### src/sv/h264_neighbour_block_locator_core_assert.svh
// Assertion macros for the neighbour locator.
`ifndef H264_NEIGHBOUR_BLOCK_LOCATOR_CORE_ASSERT_SVH
`define H264_NEIGHBOUR_BLOCK_LOCATOR_CORE_ASSERT_SVH
`ifndef SYNTHESIS
`define NBL_ASSERT(lbl, prop, msg) \
	lbl: assert property (@(posedge clk) disable iff (!arst_n) prop) else $error(msg);
`define NBL_ASSERT_ANY(lbl, prop, msg) \
	lbl: assert property (@(posedge clk) prop) else $error(msg);
`else
`define NBL_ASSERT(lbl, prop, msg)
`define NBL_ASSERT_ANY(lbl, prop, msg)
`endif
`endif

### src/sv/nbl_pkg.sv
`default_nettype none
package nbl_pkg;

	localparam int ADDR_W  = 13;
	localparam int WIDTH_W = 10;
	localparam int REM_W   = WIDTH_W + 1;
	localparam int CSIZE_W = 5;

	localparam logic [1:0] REG_PIC_WIDTH = 2'd0;
	localparam logic [1:0] REG_CHROMA_W  = 2'd1;
	localparam logic [1:0] REG_CHROMA_H  = 2'd2;

	localparam logic signed [ADDR_W:0] ADDR_NONE = '1;
	localparam logic signed [4:0]      IDX_NONE  = '1;

	typedef enum logic [1:0] {
		KIND_LUMA4  = 2'd0,
		KIND_LUMA8  = 2'd1,
		KIND_CHROMA = 2'd2,
		KIND_NONE   = 2'd3
	} nbl_kind_t;

	typedef struct packed {
		logic       kill;
		logic       x_zero;
		logic       y_zero;
		logic [3:0] left_idx;
		logic [3:0] above_idx;
	} nbl_geom_t;

	typedef struct packed {
		nbl_geom_t          geom;
		logic [ADDR_W-1:0]  cur;
		logic [WIDTH_W-1:0] w;
		logic [REM_W-1:0]   rem;
	} nbl_item_t;

	// block index holding sample (x, y) of a macroblock
	function automatic logic [3:0] blk_idx(nbl_kind_t kind, logic [3:0] x, logic [3:0] y);
		unique case (kind)
			KIND_LUMA4: return {y[3], x[3], y[2], x[2]};
			KIND_LUMA8: return {2'b00, y[3], x[3]};
			KIND_CHROMA, KIND_NONE: return {y[3:2], 1'b0} + {2'b00, x[3:2]};
		endcase
	endfunction

endpackage
`default_nettype wire

### src/sv/nbl_geom.sv
`default_nettype none
module nbl_geom (
	input  wire nbl_pkg::nbl_kind_t kind,
	input  wire logic [3:0]         block_index,
	input  wire logic               chroma_w16,
	input  wire logic               chroma_h16,
	output nbl_pkg::nbl_geom_t      geom
);

	always_comb begin
		logic [3:0] x, y, xm, ym;
		logic [2:0] b;
		b  = {chroma_h16 & block_index[2], block_index[1:0]};
		x  = '0;
		y  = '0;
		xm = 4'd15;
		ym = 4'd15;
		geom.kill = 1'b0;
		unique case (kind)
			nbl_pkg::KIND_LUMA4: begin
				x = {block_index[2], block_index[0], 2'b00};
				y = {block_index[3], block_index[1], 2'b00};
			end
			nbl_pkg::KIND_LUMA8: begin
				x = {block_index[0], 3'b000};
				y = {block_index[1], 3'b000};
			end
			nbl_pkg::KIND_CHROMA: begin
				x  = {1'b0, b[0], 2'b00};
				y  = {b[2:1], 2'b00};
				xm = chroma_w16 ? 4'd15 : 4'd7;
				ym = chroma_h16 ? 4'd15 : 4'd7;
			end
			nbl_pkg::KIND_NONE: geom.kill = 1'b1;
		endcase
		geom.x_zero    = (x == 4'd0);
		geom.y_zero    = (y == 4'd0);
		// edge case reads the far column/row of the neighbour macroblock
		geom.left_idx  = geom.x_zero ? nbl_pkg::blk_idx(kind, xm, y)
		                             : nbl_pkg::blk_idx(kind, x - 4'd1, y);
		geom.above_idx = geom.y_zero ? nbl_pkg::blk_idx(kind, x, ym)
		                             : nbl_pkg::blk_idx(kind, x, y - 4'd1);
	end

endmodule
`default_nettype wire

### src/sv/nbl_div_stage.sv
`default_nettype none
// Restoring remainder steps for numerator bits BIT_HI down to BIT_HI-NSTEP+1.
module nbl_div_stage #(
	parameter int BIT_HI = 12,
	parameter int NSTEP  = 5
) (
	input  wire logic [nbl_pkg::ADDR_W-1:0]  num,
	input  wire logic [nbl_pkg::WIDTH_W-1:0] den,
	input  wire logic [nbl_pkg::REM_W-1:0]   rem_in,
	output logic      [nbl_pkg::REM_W-1:0]   rem_out
);

	always_comb begin
		logic [nbl_pkg::REM_W-1:0] r;
		r = rem_in;
		for (int i = 0; i < NSTEP; i++) begin
			r = {r[nbl_pkg::REM_W-2:0], num[BIT_HI-i]};
			if (r >= {1'b0, den})
				r = r - {1'b0, den};
		end
		rem_out = r;
	end

endmodule
`default_nettype wire

### src/sv/h264_neighbour_block_locator_core.sv
// Each input transfer passes through five register stages: input capture, three
// remainder stages and the output register, which holds the result.
// Throughput: one item per cycle; the address modulo picture width is spread as
// 13 restoring steps over three stages. A stall at the output freezes every stage.
// Reset (arst_n low, asynchronous): pipeline empties, width reads 1, chroma sizes 8.
`default_nettype none
`include "h264_neighbour_block_locator_core_assert.svh"
module h264_neighbour_block_locator_core #(
	parameter int MAX_MACROBLOCKS = 8192
) (
	input  wire logic              clk,
	input  wire logic              arst_n,
	// configuration writes
	input  wire logic              cfg_we,
	input  wire logic [1:0]        cfg_index,
	input  wire logic [9:0]        cfg_data,
	// query channel
	input  wire logic              req_valid,
	output logic                   req_ready,
	input  wire logic [1:0]        action,
	input  wire logic [12:0]       current_mb_address,
	input  wire logic [3:0]        block_index,
	// result channel
	output logic                   rsp_valid,
	input  wire logic              rsp_ready,
	output logic signed [13:0]     left_mb_address,
	output logic signed [4:0]      left_block_index,
	output logic signed [13:0]     above_mb_address,
	output logic signed [4:0]      above_block_index,
	output logic signed [13:0]     upper_right_mb_address,
	output logic signed [13:0]     upper_left_mb_address
);

	// ---------------------------------------------------------------
	// Configuration registers, raw as written
	// ---------------------------------------------------------------
	logic [nbl_pkg::WIDTH_W-1:0] pic_width_q;
	logic [nbl_pkg::CSIZE_W-1:0] chroma_w_q;
	logic [nbl_pkg::CSIZE_W-1:0] chroma_h_q;

	always_ff @(posedge clk or negedge arst_n) begin
		if (!arst_n) begin
			pic_width_q <= 10'd1;
			chroma_w_q  <= 5'd8;
			chroma_h_q  <= 5'd8;
		end else if (cfg_we) begin
			if (cfg_index == nbl_pkg::REG_PIC_WIDTH)
				pic_width_q <= cfg_data;
			else if (cfg_index == nbl_pkg::REG_CHROMA_W)
				chroma_w_q <= cfg_data[nbl_pkg::CSIZE_W-1:0];
			else if (cfg_index == nbl_pkg::REG_CHROMA_H)
				chroma_h_q <= cfg_data[nbl_pkg::CSIZE_W-1:0];
		end
	end

	// ---------------------------------------------------------------
	// Stall control: all stages advance together unless the output
	// register holds a result the consumer has not taken.
	// ---------------------------------------------------------------
	logic valid_s1, valid_s2, valid_s3, valid_s4, valid_s5;
	logic adv;

	assign adv       = !valid_s5 || rsp_ready;
	assign req_ready = adv;
	assign rsp_valid = valid_s5;

	always_ff @(posedge clk or negedge arst_n) begin
		if (!arst_n) begin
			valid_s1 <= 1'b0;
			valid_s2 <= 1'b0;
			valid_s3 <= 1'b0;
			valid_s4 <= 1'b0;
			valid_s5 <= 1'b0;
		end else if (adv) begin
			valid_s1 <= req_valid;
			valid_s2 <= valid_s1;
			valid_s3 <= valid_s2;
			valid_s4 <= valid_s3;
			valid_s5 <= valid_s4;
		end
	end

	// ---------------------------------------------------------------
	// Stage 1 input: block geometry and candidate neighbour indexes.
	// The width and the geometry derived from the chroma flags travel with the item.
	// ---------------------------------------------------------------
	nbl_pkg::nbl_geom_t geom_in;
	nbl_pkg::nbl_item_t item_in;
	logic               addr_out_of_range;

	nbl_geom u_geom (
		.kind        (nbl_pkg::nbl_kind_t'(action)),
		.block_index (block_index),
		.chroma_w16  (chroma_w_q[4]),
		.chroma_h16  (chroma_h_q[4]),
		.geom        (geom_in)
	);

	assign addr_out_of_range = (int'(current_mb_address) >= MAX_MACROBLOCKS);

	always_comb begin
		item_in           = '0;
		item_in.geom      = geom_in;
		item_in.geom.kill = geom_in.kill || addr_out_of_range;
		item_in.cur       = current_mb_address;
		// a zero width acts as one macroblock per row
		item_in.w         = (pic_width_q == '0) ? 10'd1 : pic_width_q;
		item_in.rem       = '0;
	end

	nbl_pkg::nbl_item_t item_s1, item_s2, item_s3, item_s4;
	nbl_pkg::nbl_item_t item_a_d, item_b_d, item_c_d;
	logic [nbl_pkg::REM_W-1:0] rem_a, rem_b, rem_c;

	// ---------------------------------------------------------------
	// Stages 2..4: cur % w, 5 + 4 + 4 restoring steps
	// ---------------------------------------------------------------
	nbl_div_stage #(.BIT_HI(12), .NSTEP(5)) u_div_a (
		.num (item_s1.cur), .den (item_s1.w), .rem_in ('0), .rem_out (rem_a)
	);
	nbl_div_stage #(.BIT_HI(7), .NSTEP(4)) u_div_b (
		.num (item_s2.cur), .den (item_s2.w), .rem_in (item_s2.rem), .rem_out (rem_b)
	);
	nbl_div_stage #(.BIT_HI(3), .NSTEP(4)) u_div_c (
		.num (item_s3.cur), .den (item_s3.w), .rem_in (item_s3.rem), .rem_out (rem_c)
	);

	// partial remainder merged into the item moving to the next stage
	always_comb begin
		item_a_d     = item_s1;
		item_a_d.rem = rem_a;
		item_b_d     = item_s2;
		item_b_d.rem = rem_b;
		item_c_d     = item_s3;
		item_c_d.rem = rem_c;
	end

	always_ff @(posedge clk) begin
		if (adv) begin
			item_s1 <= item_in;
			item_s2 <= item_a_d;
			item_s3 <= item_b_d;
			item_s4 <= item_c_d;
		end
	end

	// ---------------------------------------------------------------
	// Stage 5: neighbour macroblocks A..D and the final selection
	// ---------------------------------------------------------------
	logic signed [13:0] cur_x, w_x;
	logic               col_first, col_last, has_row_above, past_first;
	logic signed [13:0] mb_a, mb_b, mb_c, mb_d;
	logic signed [13:0] left_mb_d, above_mb_d;
	logic signed [4:0]  left_idx_d, above_idx_d;

	always_comb begin
		cur_x         = {1'b0, item_s4.cur};
		w_x           = {4'b0000, item_s4.w};
		col_first     = (item_s4.rem == '0);
		col_last      = (item_s4.rem == ({1'b0, item_s4.w} - 11'd1));
		has_row_above = ({3'b000, item_s4.w} <= item_s4.cur);
		past_first    = ({3'b000, item_s4.w} <  item_s4.cur);

		mb_a = col_first ? nbl_pkg::ADDR_NONE : cur_x - 14'sd1;
		mb_b = has_row_above ? cur_x - w_x : nbl_pkg::ADDR_NONE;
		mb_c = (has_row_above && !col_last) ? cur_x - w_x + 14'sd1 : nbl_pkg::ADDR_NONE;
		mb_d = (past_first && !col_first) ? cur_x - w_x - 14'sd1 : nbl_pkg::ADDR_NONE;

		if (item_s4.geom.x_zero) begin
			left_mb_d  = mb_a;
			left_idx_d = col_first ? nbl_pkg::IDX_NONE : {1'b0, item_s4.geom.left_idx};
		end else begin
			left_mb_d  = cur_x;
			left_idx_d = {1'b0, item_s4.geom.left_idx};
		end

		if (item_s4.geom.y_zero) begin
			above_mb_d  = mb_b;
			above_idx_d = has_row_above ? {1'b0, item_s4.geom.above_idx} : nbl_pkg::IDX_NONE;
		end else begin
			above_mb_d  = cur_x;
			above_idx_d = {1'b0, item_s4.geom.above_idx};
		end

		// unknown kind or address at or beyond MAX_MACROBLOCKS
		if (item_s4.geom.kill) begin
			left_mb_d   = nbl_pkg::ADDR_NONE;
			left_idx_d  = nbl_pkg::IDX_NONE;
			above_mb_d  = nbl_pkg::ADDR_NONE;
			above_idx_d = nbl_pkg::IDX_NONE;
			mb_c        = nbl_pkg::ADDR_NONE;
			mb_d        = nbl_pkg::ADDR_NONE;
		end
	end

	always_ff @(posedge clk) begin
		if (adv) begin
			left_mb_address        <= left_mb_d;
			left_block_index       <= left_idx_d;
			above_mb_address       <= above_mb_d;
			above_block_index      <= above_idx_d;
			upper_right_mb_address <= mb_c;
			upper_left_mb_address  <= mb_d;
		end
	end

	// ---------------------------------------------------------------
	// Assertions
	// ---------------------------------------------------------------
	`NBL_ASSERT(a_rem_in_range,
		valid_s4 |-> ({1'b0, item_s4.w} > item_s4.rem),
		"remainder not below width")
	`NBL_ASSERT(a_left_none,
		(rsp_valid && left_mb_address == nbl_pkg::ADDR_NONE)
			|-> (left_block_index == nbl_pkg::IDX_NONE),
		"left index given without left macroblock")
	`NBL_ASSERT(a_above_none,
		(rsp_valid && above_mb_address == nbl_pkg::ADDR_NONE)
			|-> (above_block_index == nbl_pkg::IDX_NONE),
		"above index given without above macroblock")
	`NBL_ASSERT(a_d_needs_b,
		(rsp_valid && upper_left_mb_address != nbl_pkg::ADDR_NONE)
			|-> (above_mb_address != nbl_pkg::ADDR_NONE),
		"D available while above is not")
	`NBL_ASSERT_ANY(a_reset_empty, !arst_n |-> !rsp_valid, "result valid during reset")

endmodule
`default_nettype wire
### config.mk
export PLATFORM = sky130hd
export DESIGN_NAME = h264_neighbour_block_locator_core
export DESIGN_NICKNAME = d
export VERILOG_FILES = /design/src/sv/nbl_pkg.sv /design/src/sv/nbl_geom.sv /design/src/sv/nbl_div_stage.sv /design/src/sv/h264_neighbour_block_locator_core.sv
export VERILOG_INCLUDE_DIRS = /design/src /design/src/sv
export SDC_FILE = /design/constraint.sdc
export NUM_CORES = 1
export LEC_CHECK = 0
export BUFFER_PORTS_ARGS = -buffer_cell sky130_fd_sc_hd__buf_2
export CORE_ASPECT_RATIO = 2
export CORE_MARGIN = 1.5
export CORE_UTILIZATION = 50
export CTS_CLUSTER_SIZE = 24
export DETAILED_ROUTE_END_ITERATION = 10
export PLACE_DENSITY_LB_ADDON = 0.2
export SYNTH_ARGS = -nofsm -noshare
export SYNTH_HDL_FRONTEND = slang
export SYNTH_SLANG_ARGS = --single-unit
export TNS_END_PERCENT = 20
### constraint.sdc
create_clock -name clk -period 15.2 [get_ports clk]
set_input_delay 0.76 -clock clk [delete_from_list [all_inputs] [get_ports clk]]
set_output_delay 0.76 -clock clk [all_outputs]
set_load 0.01 [all_outputs]
==> impl_metrics.py <==
metrics = {
    "finish": {
        "multi_input_area_mm2": 0.008957,
        "area_delta_synth_final_pct": 9.961,
        "fillCellCount": 2998,
        "nNetsFinal": 1899,
        "register_area_mm2": 0.007423,
        "diodes": 0,
        "drive_above_1_share_pct": 14.58,
    },
    "drt": {
        "wl_met1_um": 13510,
        "dr.first_iter.drc_count": 760,
        "highest_layer": "met4",
        "route.detailed.drc": 0,
        "vias_per_cell": 5.852,
        "ant_nets": 0,
        "dr.pass1.iters": 7,
        "wl_per_cell_um": 20.09,
        "route.met2.wl_um": 24860,
        "wl_um": 43340,
        "vias": 12620,
        "met3WireLength_um": 1207,
    },
    "timing": {
        "setup_viol": 0,
        "rsz0062_at_grt": "no",
        "fin_crit_ns": 10.95,
        "layout_worst_path_cycle_share_pct": 72.06,
        "finalHoldViolCount": 0,
        "fmax_ghz": 0.09130,
        "fin_skew_ns": 0.01295,
        "slew_headroom_pct": 25.15,
        "worstMarginPinSlew_ns": 1.123,
        "fin_setup_tns_ns": 0,
        "slew_violations": 0,
        "setup_slack_ns": 4.247,
    },
    "place": {
        "place_worst_setup_slack_ns": 4.389,
        "gp_congestion": 0.9368,
        "dp_hpwl_um": 34770,
        "portBuffers": 103,
    },
    "synthesis": {
        "syn_nets": 1803,
        "syn_avg_cell_area_um2": 10.55,
        "yosysWarnings": 0,
        "ys.flop_type": "edfxtp_1",
        "seq_area_frac_synth_pct": 43.71,
        "yosys.area.top_type": "edfxtp_1",
        "synthArstFlopShare_pct": 6.800,
        "synthTopCellsByCount": "edfxtp_1 (233), ha_1 (145), nand2_1 (134)",
        "synth_seq_cells": 250,
        "synth.cell_area_mm2": 0.01698,
        "ys_types": 79,
        "yosysMostFrequentCell": "edfxtp_1",
        "synth_top_area_share_pct": 41.20,
        "ys_top_cells_by_area": "edfxtp_1 (41%), ha_1 (11%), mux2_2 (4.7%)",
        "synth_edf_count": 233,
        "synth_cells": 1609,
    },
    "floorplan": {
        "core_area_mm2": 0.03352,
        "dieWidth_um": 133.3,
        "die_y_um": 263.6,
        "die_area_mm2": 0.03515,
        "rows": 95,
        "initial_core_util_pct": 50.66,
        "io_pins": 104,
    },
    "setup_path": {
        "cpPeakStageDelay_ns": 0.74,
        "worst_setup_path_start_kind": "register",
        "end_kind": "register",
        "critPathSlowestCell": "nor4_1",
        "path_class": "register to register",
        "cp.required_ns": 15.45,
        "worstPathArrival_ns": 11.20,
        "crit_fanout": 19,
        "cp_top_family": "compound AO/OA/AOI/OAI gates",
        "critical_path_buf_inv_count": 4,
    },
    "clock_network": {
        "cts_root_buffer": "clkbuf_16",
        "ctsHoldBuffers": 0,
        "cts_buffers": 22,
        "cts_setup_buffers": 0,
        "worstSkewPairLatency_ns": 0.53,
        "h-tree-depth": 1,
        "cts_num_sinks": 250,
        "clockBufferDepth": 3,
        "cts_tree": "yes",
        "ctsResizeCount": 0,
        "clk_transition_reported_paths_ns": 0.07,
    },
    "grt": {
        "grt_use_total_pct": 24.65,
        "grt_pass1_vias": 13260,
        "grt_max_degree": 119,
        "grt_pass1_wl_um": 67240,
        "grt_overflow": 0,
        "antenna_found_initial": 0,
    },
    "outcome": {
        "status": "completed",
    },
    "job": {
        "max_cap_viol_count": 0,
    },
    "hold_path": {
        "hp-class": "input port to async pin",
    },
}
-- kinds of logic (layout without fill, tap and decap cells) --
logic type | after synthesis | in the layout | synth area share (%)
buffers and inverters | 155 | 267 | 3.544
AOI/OAI and AO/OA | 341 | 341 | 13.38
xor gates and xnor gates | 122 | 122 | 6.292
DFF | 250 | 250 | 43.71
and+or+nand+nor | 482 | 482 | 14.04
adders and majority gates | 158 | 158 | 12.22
muxes | 101 | 101 | 6.815
-- state kept, by name, indices dropped and copies added (netlist names) --
signal / cells
pic_width_q: 10
item_s3: 10
item_c_d: 34
item_a_d: 34
chroma_w_q: 1
left_mb_address: 14
item_b_d: 34
above_mb_address: 14
valid_s3: 1
rsp_valid: 1
upper_right_mb_address: 14
cur_x: 13
valid_s1: 1
item_s4: 32
valid_s2: 1
chroma_h_q: 1
left_block_index: 5
item_s2: 10
upper_left_mb_address: 14
valid_s4: 1
above_block_index: 5
-- metrics by stage --
| step | cells | util [%] | hold WS, ns | cell area [µm²] |
|---|---|---|---|---|
| 6_report | 2157 | 55.71 | 0.1461 | 18670 |
| 5_1_grt | 2157 | 55.71 | 0.1557 | 18670 |
| 4_1_cts | 2157 | 55.71 | 0.1297 | 18670 |
| 3_5_place_dp | 2117 | 53.53 | 0.4045 | 17940 |
| 3_3_place_gp | 2117 | 53.53 | 0.4009 | 17940 |
| 2_1_floorplan | 1609 | - | 0.4003 | 16980 |
-- routing by layer --
metal  track usage (%)  vias to the layer above
met2             50.39                      340
li1                  -                     6123
met5                 0                        -
met4             18.77                        0
met3             2.580                      176
met1             20.63                     5983
-- final timing paths --
path	cells past startpoint	to	start	slack [ns]
max	41	item_s2[7]$_DFFE_PP_	item_a_d[18]$_SDFFCE_PN0P_	4.25
min	1	chroma_w_q[4]$_DFFE_PN0P_	arst_n	0.15
max reg2reg	41	item_s2[7]$_DFFE_PP_	item_a_d[18]$_SDFFCE_PN0P_	4.25
min reg2reg	0	item_b_d[42]$_DFFE_PP_	item_a_d[42]$_DFFE_PP_	0.42
max in group asynchronous	1	pic_width_q[0]$_DFFE_PN1P_	arst_n	14.74
min in group clk	1	item_a_d[31]$_DFFE_PP_	current_mb_address[10]	0.41
-- layout by cell type (no fill, tap or decap), types with 8 or more instances in the layout --
master	Yosys	routed
a21o_1	31	31
a21oi_1	85	85
ha_1	145	145
buf_4	1	8
mux2_4	9	9
and2_1	9	9
nor3_1	46	46
nor2_1	100	100
and3_1	10	10
a31oi_1	13	13
fa_1	13	13
o21a_1	15	15
nand3_1	34	34
mux2i_1	20	20
clkbuf_16	0	22
nor4_1	14	14
o211ai_1	9	9
or2_2	10	10
nand4_1	22	22
o221ai_1	10	10
o31a_1	8	8
inv_1	116	115
edfxtp_1	233	233
or3_1	13	13
dfrtp_1	16	16
xor2_1	39	39
buf_2	1	103
mux2_2	71	71
o21bai_1	12	12
nor2b_1	29	29
o21ai_0	82	81
xnor2_1	83	83
nand2_1	134	134
o31ai_1	9	9
nand2b_1	34	34
-- cell type report --
cell class	count	share of cell area, %
Timing Repair Buffer	111	3.082
Multi-Input combinational cell	1204	47.97
Tap cell	436	2.921
Clock buffer	26	3.028
Sequential cell	250	39.75
Inverter	116	2.372
Clock inverter	14	0.8777
Power is not shown: default switching activity piles up to over one toggle a cycle in this logic, so the estimate is an artifact.
